[config.mk]
export PLATFORM = sky130hd
export DESIGN_NAME = adc_single_scan_controller
export DESIGN_NICKNAME = d
export VERILOG_FILES = /design/src/rtl/core/adc_ssc_pkg.sv /design/src/rtl/core/adc_ssc_core.sv /design/src/rtl/core/adc_single_scan_controller.sv
export SDC_FILE = /design/constraint.sdc
export NUM_CORES = 1
export LEC_CHECK = 0
export ABC_CLOCK_PERIOD_IN_PS = 3300
export BUFFER_PORTS_ARGS = -buffer_cell sky130_fd_sc_hd__buf_2
export CELL_PAD_IN_SITES_DETAIL_PLACEMENT = 0
export CELL_PAD_IN_SITES_GLOBAL_PLACEMENT = 1
export CORE_UTILIZATION = 29
export CTS_BUF_LIST = sky130_fd_sc_hd__clkbuf_8 sky130_fd_sc_hd__clkbuf_16
export DETAILED_ROUTE_END_ITERATION = 7
export PLACE_DENSITY_LB_ADDON = 0.08
export SKIP_CTS_REPAIR_TIMING = 1
export SLEW_MARGIN = 10
export SYNTH_ARGS = -nofsm -noshare
export SYNTH_HDL_FRONTEND = slang
export SYNTH_SLANG_ARGS = --single-unit
export TNS_END_PERCENT = 20
[constraint.sdc]
create_clock -name clk_i -period 3.3 [get_ports clk_i]
set_input_delay 0.33 -clock clk_i [delete_from_list [all_inputs] [get_ports clk_i]]
set_output_delay 0.33 -clock clk_i [all_outputs]
set_load 0.02 [all_outputs]
[src/rtl/core/adc_ssc_pkg.sv]
// ----------------------------------------------------------------------------
// adc_ssc_pkg
// Shared types and constants of the A/D single/scan controller: request
// codes, register offsets, ADCSR/ADCR bit positions and conversion lengths.
// ----------------------------------------------------------------------------
package adc_ssc_pkg;

  // request codes carried by one transfer
  typedef enum logic [2:0] {
    REQ_READ      = 3'd0,
    REQ_WRITE     = 3'd1,
    REQ_TICK      = 3'd2,
    REQ_TRIGGER   = 3'd3,
    REQ_DTC_CLEAR = 3'd4
  } req_e;

  // register offsets
  localparam logic [3:0] OFF_ADCSR = 4'd8;
  localparam logic [3:0] OFF_ADCR  = 4'd9;

  // ADCSR bit positions
  localparam int unsigned ADF_POS  = 7;
  localparam int unsigned ADIE_POS = 6;
  localparam int unsigned ADST_POS = 5;
  localparam int unsigned SCAN_POS = 4;
  localparam int unsigned CKS_POS  = 3;

  // ADCR bit positions and fixed bits
  localparam int unsigned TRGE_POS   = 7;
  localparam logic [6:0]  ADCR_ONES  = 7'h7F;
  localparam logic [7:0]  UNMAPPED_RD = 8'hFF;

  // conversion lengths in states
  localparam int unsigned CNT_W = 9;
  localparam logic [CNT_W-1:0] STATES_FIRST      = 9'd266;
  localparam logic [CNT_W-1:0] STATES_FIRST_FAST = 9'd134;
  localparam logic [CNT_W-1:0] STATES_NEXT       = 9'd256;
  localparam logic [CNT_W-1:0] STATES_NEXT_FAST  = 9'd128;

  localparam int unsigned SAMPLE_W = 10;
  localparam int unsigned NUM_RES  = 4;

  // one input item
  typedef struct packed {
    logic [2:0]          req_type;
    logic [3:0]          offset;
    logic [7:0]          wdata;
    logic [SAMPLE_W-1:0] sample_zero;
    logic [SAMPLE_W-1:0] sample_one;
    logic [SAMPLE_W-1:0] sample_two;
    logic [SAMPLE_W-1:0] sample_three;
  } item_t;

  // one result item
  typedef struct packed {
    logic [7:0] rdata;
    logic       irq_request;
    logic       converting;
  } res_t;

endpackage

[src/rtl/core/adc_ssc_core.sv]
// ----------------------------------------------------------------------------
// adc_ssc_core
// Register file, conversion counter and channel sequencer. Applies one
// request per enabled cycle and gives the result of that request.
// ----------------------------------------------------------------------------
module adc_ssc_core
  import adc_ssc_pkg::*;
(
  input  logic  clk_i,
  input  logic  rst_ni,
  input  logic  fire_i,
  input  item_t item_i,
  output res_t  res_o
);

  logic [SAMPLE_W-1:0] result_q [NUM_RES];
  logic [SAMPLE_W-1:0] result_d [NUM_RES];
  logic [7:0]          status_q, status_d;
  logic                trge_q, trge_d;
  logic [7:0]          latch_q, latch_d;
  logic [2:0]          chan_q, chan_d;
  logic [CNT_W-1:0]    cnt_q, cnt_d;
  logic                active_q, active_d;

  // request decode and next state
  always_comb begin
    logic [7:0]          st_new;
    logic [SAMPLE_W-1:0] rd_res;
    logic [SAMPLE_W-1:0] smp;
    logic [2:0]          last_ch;
    logic [2:0]          first_ch;
    logic                do_begin;
    logic [7:0]          begin_st;

    result_d = result_q;
    status_d = status_q;
    trge_d   = trge_q;
    latch_d  = latch_q;
    chan_d   = chan_q;
    cnt_d    = cnt_q;
    active_d = active_q;
    res_o.rdata = 8'h00;
    st_new   = status_q;
    rd_res   = result_q[item_i.offset[2:1]];
    smp      = item_i.sample_zero;
    last_ch  = status_q[2:0];
    first_ch = {status_q[2], 2'b00};
    do_begin = 1'b0;

    case (chan_q[1:0])
      2'd0:    smp = item_i.sample_zero;
      2'd1:    smp = item_i.sample_one;
      2'd2:    smp = item_i.sample_two;
      default: smp = item_i.sample_three;
    endcase

    case (item_i.req_type)
      REQ_READ: begin
        if (!item_i.offset[3]) begin
          if (!item_i.offset[0]) begin
            latch_d     = {rd_res[1:0], 6'b000000};
            res_o.rdata = rd_res[SAMPLE_W-1:2];
          end else begin
            res_o.rdata = latch_q;
          end
        end else if (item_i.offset == OFF_ADCSR) begin
          res_o.rdata = status_q;
        end else if (item_i.offset == OFF_ADCR) begin
          res_o.rdata = {trge_q, ADCR_ONES};
        end else begin
          res_o.rdata = UNMAPPED_RD;
        end
      end
      REQ_WRITE: begin
        if (item_i.offset == OFF_ADCSR) begin
          // a write can clear ADF but never set it
          st_new = {status_q[ADF_POS] & item_i.wdata[ADF_POS], item_i.wdata[6:0]};
          status_d = st_new;
          if (st_new[ADST_POS] && !status_q[ADST_POS]) begin
            do_begin = 1'b1;
          end else if (!st_new[ADST_POS] && status_q[ADST_POS]) begin
            active_d = 1'b0;
            cnt_d    = '0;
          end
        end else if (item_i.offset == OFF_ADCR) begin
          trge_d = item_i.wdata[TRGE_POS];
        end
      end
      REQ_TICK: begin
        if (active_q) begin
          if (cnt_q <= CNT_W'(1)) begin
            // conversion complete: store sample, then stop (single) or advance (scan)
            result_d[chan_q[1:0]] = smp;
            if (!status_q[SCAN_POS]) begin
              status_d[ADF_POS]  = 1'b1;
              status_d[ADST_POS] = 1'b0;
              active_d = 1'b0;
              cnt_d    = '0;
            end else begin
              if (chan_q == last_ch) begin
                status_d[ADF_POS] = 1'b1;
              end
              if (chan_q >= last_ch || chan_q < first_ch) begin
                chan_d = first_ch;
              end else begin
                chan_d = chan_q + 3'd1;
              end
              cnt_d = status_q[CKS_POS] ? STATES_NEXT_FAST : STATES_NEXT;
            end
          end else begin
            cnt_d = cnt_q - CNT_W'(1);
          end
        end
      end
      REQ_TRIGGER: begin
        if (trge_q && !status_q[ADST_POS]) begin
          st_new = status_q;
          st_new[ADST_POS] = 1'b1;
          status_d = st_new;
          do_begin = 1'b1;
        end
      end
      REQ_DTC_CLEAR: begin
        status_d[ADF_POS] = 1'b0;
      end
      default: begin
      end
    endcase

    // conversion start from the updated ADCSR
    begin_st = st_new;
    if (do_begin) begin
      chan_d   = begin_st[SCAN_POS] ? {begin_st[2], 2'b00} : begin_st[2:0];
      cnt_d    = begin_st[CKS_POS] ? STATES_FIRST_FAST : STATES_FIRST;
      active_d = 1'b1;
    end

    res_o.irq_request = status_d[ADF_POS] & status_d[ADIE_POS];
    res_o.converting  = active_d;
  end

  // state registers
  always_ff @(posedge clk_i or negedge rst_ni) begin
    if (!rst_ni) begin
      for (int i = 0; i < NUM_RES; i++) begin
        result_q[i] <= '0;
      end
      status_q <= '0;
      trge_q   <= 1'b0;
      latch_q  <= '0;
      chan_q   <= '0;
      cnt_q    <= '0;
      active_q <= 1'b0;
    end else if (fire_i) begin
      result_q <= result_d;
      status_q <= status_d;
      trge_q   <= trge_d;
      latch_q  <= latch_d;
      chan_q   <= chan_d;
      cnt_q    <= cnt_d;
      active_q <= active_d;
    end
  end

endmodule

[src/rtl/core/adc_single_scan_controller.sv]
// ----------------------------------------------------------------------------
// adc_single_scan_controller
// Register-mapped controller of a 10-bit A/D converter, single and scan mode.
// ----------------------------------------------------------------------------
// Each request (bus read, bus write, one-state tick, external trigger or DTC
// flag clear) gives exactly one result with the read byte, the ADI request
// and the converting flag. A request is captured in an input register and is
// applied to the register file once the output register is free; its result
// is then loaded into that output register and offered. One request
// is accepted in every cycle while the output side keeps taking results; a
// stalled result holds the request behind it, which then stalls the input.
// Conversion timing counts tick requests, not clock cycles.
module adc_single_scan_controller
  import adc_ssc_pkg::*;
(
  input  logic                clk_i,
  input  logic                rst_ni,
  input  logic                in_valid_i,
  output logic                in_stall_o,
  input  logic [2:0]          req_type_i,
  input  logic [3:0]          offset_i,
  input  logic [7:0]          wdata_i,
  input  logic [SAMPLE_W-1:0] sample_zero_i,
  input  logic [SAMPLE_W-1:0] sample_one_i,
  input  logic [SAMPLE_W-1:0] sample_two_i,
  input  logic [SAMPLE_W-1:0] sample_three_i,
  output logic                out_valid_o,
  input  logic                out_stall_i,
  output logic [7:0]          rdata_o,
  output logic                irq_request_o,
  output logic                converting_o
);

  item_t item_q;
  logic  item_valid_q;
  res_t  res_d, res_q;
  logic  res_valid_q;
  logic  out_free;
  logic  fire;
  logic  in_xfer;

  // handshake: the core runs when the output register can take a result
  assign out_free   = !res_valid_q || !out_stall_i;
  assign fire       = item_valid_q && out_free;
  assign in_stall_o = item_valid_q && !out_free;
  assign in_xfer    = in_valid_i && !in_stall_o;

  // input register
  always_ff @(posedge clk_i or negedge rst_ni) begin
    if (!rst_ni) begin
      item_valid_q <= 1'b0;
    end else if (!in_stall_o) begin
      item_valid_q <= in_valid_i;
    end
  end

  always_ff @(posedge clk_i) begin
    if (in_xfer) begin
      item_q.req_type     <= req_type_i;
      item_q.offset       <= offset_i;
      item_q.wdata        <= wdata_i;
      item_q.sample_zero  <= sample_zero_i;
      item_q.sample_one   <= sample_one_i;
      item_q.sample_two   <= sample_two_i;
      item_q.sample_three <= sample_three_i;
    end
  end

  // register file and conversion sequencer
  adc_ssc_core u_core (
    .clk_i  (clk_i),
    .rst_ni (rst_ni),
    .fire_i (fire),
    .item_i (item_q),
    .res_o  (res_d)
  );

  // output register
  always_ff @(posedge clk_i or negedge rst_ni) begin
    if (!rst_ni) begin
      res_valid_q <= 1'b0;
    end else if (out_free) begin
      res_valid_q <= fire;
    end
  end

  always_ff @(posedge clk_i) begin
    if (fire) begin
      res_q <= res_d;
    end
  end

  assign out_valid_o   = res_valid_q;
  assign rdata_o       = res_q.rdata;
  assign irq_request_o = res_q.irq_request;
  assign converting_o  = res_q.converting;

endmodule
Word level (Yosys, flattened, before mapping)
Index checks and enable logic that the tools add are counted.
{"block": "op_classes", "add_sub_neg": 2, "n_lt_le_gt_ge": 6, "eq_ne": 16, "muxes": 54, "bitwise": 7, "reduce_logical": 31}
{"op": "$mux 9", "count": 9}
{"op": "$bwmux 40", "count": 1}
{"op": "$mux 8", "count": 5}
{"op": "$mux 10", "count": 3}
{"op": "$pmux 10 s3", "count": 1}
{"op": "$bmux 10 s2", "count": 1}
{"op": "$demux 10 s2", "count": 1}
{"op": "$pmux 5 s2", "count": 2}
{"op": "$mux 3", "count": 6}
{"op": "$pmux 9 s2", "count": 1}
{"op": "$mux 1", "count": 17}
{"op": "$reduce_and 4->1", "count": 3}
{"op": "$reduce_and 5->1", "count": 2}
{"op": "$reduce_bool 2->1", "count": 5}
{"op": "$le 9x1->1 const B", "count": 1}
{"op": "$ne 3x1->1 const B", "count": 3}
{"op": "$sub 9x1->9 const B", "count": 1}
{"op": "$eq 4x4->1 const B", "count": 2}
{"op": "$logic_and 1x1->1", "count": 7}
{"op": "$eq 3x2->1 const B", "count": 2}
{"op": "$ge 3x3->1 const B", "count": 2}
{"op": "$logic_not 1->1", "count": 6}
{"op": "$mux 6", "count": 1}
{"op": "$not 2->3", "count": 2}
{"op": "24 further kinds", "count": 32}
{"block": "word_totals", "ff_bits": 131, "output_inout_bits": 12}

Depth between registers and ports, before layout
Gate-level depths: netlist of the first run.
{"block": "logic_depth", "word_depth": 8, "depth_mapped": 8}

Cells and area by module
A second synthesis of the first run with hierarchy kept.
{"block": "hier_totals", "cells_unflattened": 435, "area_unflattened_um2": 5984.5}
{"module": "adc_ssc_core", "n_inst": 1, "cells_per_inst": 362, "area_each_um2": 3940.0, "seq_area_each_um2": 1601.5}
{"module": "adc_single_scan_controller", "n_inst": 1, "cells_per_inst": 73, "area_each_um2": 2044.5, "seq_area_each_um2": 2001.9}

Least setup slack after synthesis of the first run
Ideal clock, no wire load.
{"block": "synth_path", "path_type": "reg2reg", "start": "register u_core.cnt_q[2]", "end": "register u_core.result_q[6] in the netlist's numbering", "setup_time_ns": 0.128, "arrival_ns": 2.315, "required_ns": 3.172, "slack_ns": 0.857, "path_stages_with_launch": 6, "path_buffers": 0, "cell_sequence": "dfrtp_1 or4_4 or4_1 nor3_4 nand2_2 mux2_1"}
{"block": "synth_via", "elab_chain_cells": 2}
{"item": "start: declaration", "line_no": "adc_ssc_core.sv:22", "rtl": "logic [CNT_W-1:0] cnt_q, cnt_d;"}
{"item": "start signal: assignment", "line_no": "adc_ssc_core.sv:160", "rtl": "cnt_q <= cnt_d;"}
{"item": "$le 9x1->1", "line_no": "adc_ssc_core.sv:91", "rtl": "if (cnt_q <= CNT_W'(1)) begin"}
{"item": "$reduce_and 4->1 (no source line)"}
{"item": "end signal: assignment", "line_no": "adc_ssc_core.sv:155", "rtl": "result_q <= result_d;"}
{"item": "end: declaration", "line_no": "adc_ssc_core.sv:16", "rtl": "logic [SAMPLE_W-1:0] result_q [NUM_RES];"}
No other way between the ends.
A chain may end at the register's enable or synchronous reset.

Worst setup path after layout of the first run
Same ends and word-level chain as after synthesis.

==> out/results.ini, run 1 <==
[outcome]
outcome=completed

[synthesis]
yosysMostFrequentCell=dfrtp_1
yosysUniqueCellTypes=57
synth_top_cell_by_area=edfxtp_1
ys_ff_latch=131
synth_top_area_share_pct=33.2
syn_area_per_cell_um2=13.9
synthFlopType=dfrtp_1
synthArstFlopShare_pct=50.4
synthesis.area_um2=5880
yosys_warnings=0
syn_nets=491
synth_area_leaders=edfxtp_1 (33%), dfrtp_1 (28%), mux2_2 (9.6%)
ys_seq_area_share_pct=61.3
synthTopCellsByCount=dfrtp_1 (66), edfxtp_1 (65), mux2_2 (50)
syn-instance-count=422
synth_edf_count=65

[placed_design]
gp_congestion=0.766
dp_hpwl_um=10200
postPlaceCellArea_um2=6610
port_buffers=70

[clock_network]
cts_sinks=131
clockBufferDepth=2
cts_tree=yes
cts_max_level=4
cts_root_buf=clkbuf_16
cts_buffers=17
clk_latency_ns=0.42
clkTransAtPathRegs_ns=0.06

[floorplanning]
io_pins=71
die_y_um=144
dieWidth_um=144
die_area_um2=20800
rows=51
start_util_pct=29.9
coreArea_um2=19700

[critical_path]
worst-r2r-setup-slack_ns=0.51
critPathMaxFanout=10
r2r_start=u_core.cnt_q[2]
crit_path_end_kind=register
worst_ep_arrival_time_ns=3.09
path_class=register to register
crit_slowest_cell=or4_1
critPathRequiredTime_ns=3.60
r2r-end=u_core.result_q[6]
cp_slowest_stage_delay_ns=0.62
startpoint_type=register
worstRegToRegCells=5
path_cells=or4_4, or4_1, nor3_4, nand2_2, mux2_1

[timing]
skew_ns=0.00623
worst_hold_slack_ns=0.0818
max-slew-margin-rel_pct=55.4
fin_crit_sh_pct=84.4
worst_pin_slew_ns=0.669
final_hold_viol_count=0
setup_viol=0
finalCriticalPeriod_ns=2.79
rsz0062_at_grt=false
finalSetupTns_ns=0
max_freq_ghz=0.359
finalMaxSlewViolations=0

[flow_run]
maxCapViolations=0

[finish]
num_antenna_cells=0
drive_gt1_share_pct=35.9
area_delta_synth_final_pct=22.6
fin_nets=580
stdcell_area_um2=7210

[route]
wl_per_cell_um=18.1
num_vias=3793
drt.antenna.violating_nets=0
postRouteWirelength_um=14300
drc=0
drtIter0Drc=256
drt_pass1_iterations=4
vias_per_cell=4.81

[global_route]
grt_pass1_wl_um=22500
track_usage_pct=14.9
grtUsageMet2_pct=22.2
first_global_vias=3987
overflow=0
top_usage_layer=met2
antenna_found_initial=0
grt_max_degree=40
grt_use_met1_pct=20.8
grt.met3_usage_pct=4.04

[pwr]
p_total_mw=4.22
p_leak_nw=3.10
vdd_drop_max_mv=0.344
p_per_area_nw_per_um2=586

[min_path]
hold_depth=1
hp-class=input pin to register
hold_end=item_q[32]
hp-start=sample_zero_i[2]

logic make-up after synthesis:
kind of cell | count (synthesis) | synth area share, %
DFF | 131 | 61.3
buffers and inverters | 40 | 2.57
muxes | 78 | 16.5
adders and majority gates | 10 | 2.13
AOI/OAI and AO/OA | 76 | 9.56
and+or+nand+nor | 87 | 7.94
worst max-delay path, delay by kind of cell (launching register included):
family           cells  cell delay (ns)
AND/OR/NAND/NOR      4             1.84
flip-flops           1             0.45
multiplexers         1             0.37
sequential cells by signal, summed over array words and instances, names as in the netlist:
name,flops
u_core.latch_q,2
u_core.status_q,8
u_core.trge_q,1
u_core.cnt_q,9
rdata_o,8
out_valid_o,1
item_q,55
item_valid_q,1
u_core.chan_q,3
u_core.result_q,40
converting_o,1
u_core.active_q,1
irq_request_o,1
where the power goes:
group | internal [mW] | switching [mW] | total (mW)
logic | 0.190 | 0.283 | 0.473
clock network | 1.12 | 0.747 | 1.86
registers | 1.83 | 0.0605 | 1.89
worst max-delay path by stage:
stage / to / startpoint / slack [ns] / depth (start not counted)
floorplan: u_core.result_q[6] / u_core.cnt_q[2] / 0.86 / 5
global placement: u_core.cnt_q[7] / item_q[48] / 0.52 / 5
detailed placement: u_core.result_q[6] / u_core.cnt_q[2] / 0.51 / 5
CTS: u_core.result_q[6] / u_core.cnt_q[2] / 0.49 / 5
global route: u_core.result_q[6] / u_core.cnt_q[2] / 0.40 / 5
finish: u_core.result_q[6] / u_core.cnt_q[2] / 0.51 / 5
cells in the final DEF, fill, tap and decap left out, drive strengths merged, types with 2 or more instances in the layout:
cell	n
a211oi	5
a21boi	2
a21oi	12
a221oi	2
a222oi	10
a31oi	5
and2	2
and3	2
buf	83
bufinv	2
clkbuf	17
clkinv	5
clkinvlp	4
dfrtp	66
edfxtp	65
ha	10
inv	30
mux2	52
mux2i	16
mux4	10
nand2	25
nand2b	8
nand3	7
nor2	17
nor3	8
nor3b	2
nor4	3
nor4b	2
o21ai	15
o31ai	8
o41ai	3
or3	3
or4	2
through the flow:
| stage | utilization (%) | std cells | setup WS [ns] |
|---|---|---|---|
| after floorplan | - | 422 | 0.857 |
| after CTS | 36.6 | 788 | 0.494 |
| after global routing | 36.7 | 789 | 0.401 |
| after detailed placement | 33.7 | 756 | 0.510 |
| final | 36.7 | 789 | 0.514 |
| after global placement | 33.7 | 756 | 0.519 |
layout make-up:
type / instances / area (um^2)
multi-input cells: 251 / 2130
repair buffers: 84 / 458
well taps: 265 / 332
flip-flops and latches: 131 / 3600
inverters: 26 / 97.6
clock buffers: 17 / 425
fillers: 1954 / 12400
clock inverters: 15 / 156
metal layers:
| layer | wire length (um) | part of all wire (%) |
|---|---|---|
| met4 | 165 | 1.2 |
| met1 | 7050 | 49 |
| met2 | 6450 | 45 |
| met3 | 610 | 4.3 |
| met5 | 0 | 0 |
(Power assumes the default switching activity.)
==> inputs of run 2 (changes only) <==
Settings changed: ABC_CLOCK_PERIOD_IN_PS 3300 to 2600.
Clock period 3.3 ns to 2.6 ns, I/O delays scaled along.
==> run 2 against run 1 <==
  * Clock skew grew 0.012 ns
  * Maximum frequency grew 12%
  * Clock power grew 29%
  * Critical path type unchanged
  * Routed wire length grew 6.1%
  * Largest power group is now clock
  * Highest routed layer unchanged
  * Global-route usage grew 0.46 points
  * Worst hold slack lost 0.067 ns
==> out/results.ini, run 2 (same netlist as run 1, synthesis figures left out) <==
[floorplanning]
rows=51  ; unchanged
io_pins=71  ; unchanged
start_util_pct=29.9  ; unchanged
die_area_um2=20800  ; unchanged
die_y_um=144  ; unchanged
coreArea_um2=19700  ; unchanged
dieWidth_um=144  ; unchanged

[timing]
skew_ns=0.0185  ; +0.0122 ns
setup_viol=0  ; unchanged
finalSetupTns_ns=0  ; unchanged
worst_pin_slew_ns=0.641  ; -0.0286 ns
max_freq_ghz=0.404  ; +12%
final_hold_viol_count=0  ; unchanged
rsz0062_at_grt=false
finalMaxSlewViolations=0  ; unchanged
fin_crit_sh_pct=95.3  ; +11 points
max-slew-margin-rel_pct=57.3  ; +1.9 points
finalCriticalPeriod_ns=2.48  ; -0.308 ns

[critical_path]
worst_ep_arrival_time_ns=2.78  ; -0.31 ns
crit_path_end_kind=register
path_cells=or4_4, or4_1, nor3_4, buf_12, nand2_2, buf_4, mux2_2
worstRegToRegCells=7  ; +2
cp_slowest_stage_delay_ns=0.59  ; -0.03 ns
r2r-end=u_core.result_q[26]
worst-r2r-setup-slack_ns=0.12  ; -0.39 ns
path_class=register to register
crit_slowest_cell=or4_1
r2r_start=u_core.cnt_q[3]
critPathMaxFanout=7  ; -3
critPathRequiredTime_ns=2.91  ; -0.69 ns
startpoint_type=register

[finish]
top_register=item_q
stdcell_area_um2=7930  ; +10%
filler_cell_count=1933  ; -1.1%
ff_latch_area_um2=3600  ; unchanged
fin_nets=655  ; +13%
num_antenna_cells=0  ; unchanged
final_common_cell=buf_2
multiInputGateArea_um2=2130  ; unchanged
final_cell_mix=buf_2 (70), dfrtp_1 (66), edfxtp_1 (65)
area_delta_synth_final_pct=34.8
top_regs=item_q (55), u_core.result_q (40), u_core.cnt_q (9)
drive_gt1_share_pct=36.2  ; +0.35 points
largest_register_ffs=55  ; unchanged

[pwr]
p_total_mw=5.51  ; +30%
p_leak_nw=3.44  ; +11%
p_per_area_nw_per_um2=695  ; +19%
vdd_drop_max_mv=0.410  ; +19%

[route]
drt.antenna.violating_nets=0  ; unchanged
postRouteWirelength_um=15100  ; +6.1%
drc=0  ; unchanged
drt_pass1_iterations=5  ; +1
vias_per_cell=4.71  ; -2.0%
drtIter0Drc=224  ; -13%
wl_per_cell_um=17.5  ; -3.1%
num_vias=4072  ; +7.4%

[min_path]
hp-start=sample_one_i[5]
hp-class=input pin to register
hold_depth=1  ; unchanged
hold_end=item_q[25]

[clock_network]
clkTransAtPathRegs_ns=0.06  ; about the same
clockBufferDepth=2  ; unchanged
clk_latency_ns=0.43  ; about the same
cts_tree=yes
cts_root_buf=clkbuf_16
cts_sinks=131  ; unchanged
cts_max_level=4  ; unchanged
cts_buffers=17  ; unchanged

[placed_design]
gp_congestion=0.792  ; +3.3%
postPlaceCellArea_um2=6860  ; +3.7%
dp_hpwl_um=10600  ; +3.9%
port_buffers=70  ; unchanged

[global_route]
first_global_vias=4003  ; +0.40%
overflow=0  ; unchanged
grt_pass1_wl_um=22900  ; +1.8%
antenna_found_initial=0  ; unchanged
track_usage_pct=15.4  ; +0.46 points
grt_max_degree=67  ; +68%

[outcome]
outcome=completed

[flow_run]
maxCapViolations=0  ; unchanged

[run 2: stage by stage]
step	hold slack [ns]	worst slack [ns]	instances	util, %
after floorplan	-0.0356	0.157	422	-
after global placement	0.312	0.142	784	34.9
after detailed placement	0.315	0.125	784	34.9
after CTS	-0.135	0.113	816	37.9
after global routing	0.000617	0.00633	864	40.3
final	0.0151	0.122	864	40.3
[run 2: layout make-up]
cell class,instances,share of cell area [%]
clock inverter,15,2.02
tap,265,4.18
multi-input combinational,251,26.9
clock buffer,17,5.37
inverter,26,1.23
sequential,131,45.5
timing repair buffer,159,14.8
[run 2: worst max-delay path, delay by kind of cell (launching register included)]
family	cells	cell delay, ns
muxes	1	0.27
DFF	1	0.38
and+or+nand+nor	4	1.36
buffers and inverters	2	0.34
[run 2: worst max path at each step]
stage | startpoint | end | slack (ns) | cells past startpoint
floorplan | u_core.cnt_q[2] | u_core.result_q[6] | 0.16 | 5
detailed placement | u_core.cnt_q[3] | u_core.result_q[34] | 0.12 | 7
CTS | u_core.cnt_q[3] | u_core.result_q[34] | 0.11 | 7
global placement | u_core.cnt_q[3] | u_core.result_q[6] | 0.14 | 7
finish | u_core.cnt_q[3] | u_core.result_q[26] | 0.12 | 7
global route | item_q[49] | u_core.cnt_q[4] | 0.006 | 5
[run 2: report_power, final]
part / internal (mW) / switching [mW] / leakage (nW)
logic: 0.324 / 0.392 / 1.63
clock network: 1.36 / 1.04 / 0.284
registers: 2.31 / 0.0705 / 1.53
[run 2: routing by layer]
| metal | routed length, um | vias to the layer above | global-route usage [%] |
|---|---|---|---|
| li1 | - | 1951 | - |
| met1 | 7330 | 2014 | 21.2 |
| met2 | 6990 | 95 | 23.4 |
| met3 | 639 | 12 | 3.91 |
| met4 | 182 | 0 | 4.99 |
| met5 | 0 | - | 0 |
==> inputs of run 3 (changes only) <==
Settings changed: BUFFER_PORTS_ARGS -buffer_cell sky130_fd_sc_hd__buf_2 to -buffer_cell sky130_fd_sc_hd__clkbuf_2, CORE_ASPECT_RATIO set to 1.4.
==> run 3 against run 2 <==
  * Flip-flop and latch count did not move
  * Highest routed layer unchanged
  * Worst setup slack got worse by 0.067 ns
  * Global-route usage rose by 0.11 points
==> out/results.ini, run 3 (same netlist as run 1, synthesis figures left out) <==
[outcome]
outcome=completed

[clock_network]
clkTransAtPathRegs_ns=0.06  ; about the same
cts_tree=yes
clk_latency_ns=0.41  ; -0.02 ns
cts_max_level=4  ; unchanged
cts_sinks=131  ; unchanged
clockBufferDepth=2  ; unchanged
cts_root_buf=clkbuf_16
cts_buffers=17  ; unchanged

[finish]
drive_gt1_share_pct=37.2  ; +0.97 points
fin_nets=599  ; -8.5%
final_cell_mix=clkbuf_2 (70), dfrtp_1 (66), edfxtp_1 (65)
area_delta_synth_final_pct=24.5
top_register=item_q
largest_register_ffs=55  ; unchanged
top_regs=item_q (55), u_core.result_q (40), u_core.cnt_q (9)
num_antenna_cells=0  ; unchanged
post-route-util_pct=36.9  ; -3.5 points
final_cells=795  ; -8.0%
final_common_cell=clkbuf_2

[route]
drt.antenna.violating_nets=0  ; unchanged
drc=0  ; unchanged
postRouteWirelength_um=14800  ; -2.4%
num_vias=3867  ; -5.0%
drt_pass1_iterations=7  ; +2
wl_per_cell_um=18.6  ; +6.0%
vias_per_cell=4.86  ; +3.2%
drtIter0Drc=183  ; -18%

[timing]
rsz0062_at_grt=true
final_hold_viol_count=0  ; unchanged
finalCriticalPeriod_ns=2.54  ; +0.0668 ns
max_freq_ghz=0.393  ; -2.6%
setup_viol=0  ; unchanged
max-slew-margin-rel_pct=48.2  ; -9.1 points
finalSetupTns_ns=0  ; unchanged
finalMaxSlewViolations=0  ; unchanged
worst_pin_slew_ns=0.777  ; +0.137 ns
skew_ns=0.00786  ; -0.0106 ns
fin_crit_sh_pct=97.9  ; +2.6 points

[placed_design]
dp_hpwl_um=10900  ; +2.7%
dpl.cell_count=760  ; -3.1%
gp_congestion=0.804  ; +1.6%
port_buffers=70  ; unchanged

[critical_path]
path_class=register to register
critPathMaxFanout=10  ; +3
startpoint_type=register
worstSetupStartpoint=u_core.cnt_q[3]
cp_slowest_stage_delay_ns=0.55  ; -0.04 ns
worstRegToRegCells=6  ; -1
r2r-end=u_core.result_q[37]
r2r_start=u_core.cnt_q[3]
endpoint=u_core.result_q[37]
crit_slowest_cell=or4_1
worst-r2r-setup-slack_ns=0.06  ; -0.07 ns
path_cells=or4_4, or4_1, nor3_4, buf_4, nand2_2, mux2_2
worst_ep_arrival_time_ns=2.83  ; +0.05 ns
critPathRequiredTime_ns=2.89  ; -0.02 ns
crit_path_end_kind=register

[pwr]
vdd_drop_max_mv=0.407  ; -0.72%
p_leak_nw=3.22  ; -6.4%
p_per_area_nw_per_um2=710  ; +2.2%

[floorplanning]
die_y_um=170  ; +18%
dieWidth_um=122  ; -15%
die_area_um2=20900  ; about the same
coreArea_um2=19800  ; +0.97%
io_pins=71  ; unchanged
rows=61  ; +20%
start_util_pct=29.6  ; -0.29 points

[global_route]
grt_pass1_wl_um=23400  ; +2.1%
track_usage_pct=15.5  ; +0.11 points
overflow=0  ; unchanged
antenna_found_initial=0  ; unchanged
first_global_vias=4232  ; +5.7%
grt_max_degree=40  ; -40%

[min_path]
hp-class=input pin to register

[flow_run]
maxCapViolations=0  ; unchanged

[run 3: power breakdown]
group / leakage, nW / switching (mW) / total (mW) / internal, mW
sequential: 1.53 / 0.0733 / 2.39 / 2.32
combinational: 1.41 / 0.372 / 0.645 / 0.273
clock: 0.283 / 0.871 / 2.16 / 1.29
[run 3: stage by stage]
stage	hold WS, ns	power (mW)	area [um^2]	worst slack (ns)
global placement	0.380	3.08	6750	0.0184
CTS	-0.0722	5.28	7280	-0.0365
finish	0.0209	5.19	7320	0.0553
floorplan	-0.0356	2.79	5880	0.157
detailed placement	0.377	3.08	6750	-0.0155
global route	0.00113	5.44	7320	-0.0522
[run 3: final cells by class]
| class | count | area, um^2 |
|---|---|---|
| Fill cell | 1972 | 12500 |
| Sequential cell | 131 | 3600 |
| Multi-Input combinational cell | 251 | 2140 |
| Timing Repair Buffer | 103 | 631 |
| Clock buffer | 17 | 425 |
| Tap cell | 252 | 315 |
| Clock inverter | 15 | 104 |
| Inverter | 26 | 97.6 |
[run 3: worst min-delay path by stage]
stage | start | to | slack (ns) | cells past startpoint
after floorplan | rst_ni | item_valid_q | -0.04 | 0
after global placement | rst_ni | out_valid_o | 0.38 | 1
after detailed placement | rst_ni | out_valid_o | 0.38 | 1
after CTS | rst_ni | out_valid_o | -0.07 | 1
after global routing | sample_zero_i[9] | item_q[39] | 0.001 | 1
final | sample_zero_i[9] | item_q[39] | 0.02 | 1
[run 3: per-layer routing]
| layer | GRT usage, % | up-vias | share of wire [%] |
|---|---|---|---|
| li1 | - | 1828 | - |
| met1 | 16.5 | 1916 | 38 |
| met2 | 28.2 | 95 | 55 |
| met3 | 2.68 | 28 | 2.8 |
| met4 | 8.96 | 0 | 4.2 |
| met5 | 0 | - | 0 |
[run 3: critical path, delay by kind of cell, from the launching register on]
| kind | cells | cell delay [ns] |
|---|---|---|
| buffers and inverters | 1 | 0.18 |
| DFF | 1 | 0.38 |
| muxes | 1 | 0.37 |
| and+or+nand+nor | 4 | 1.49 |
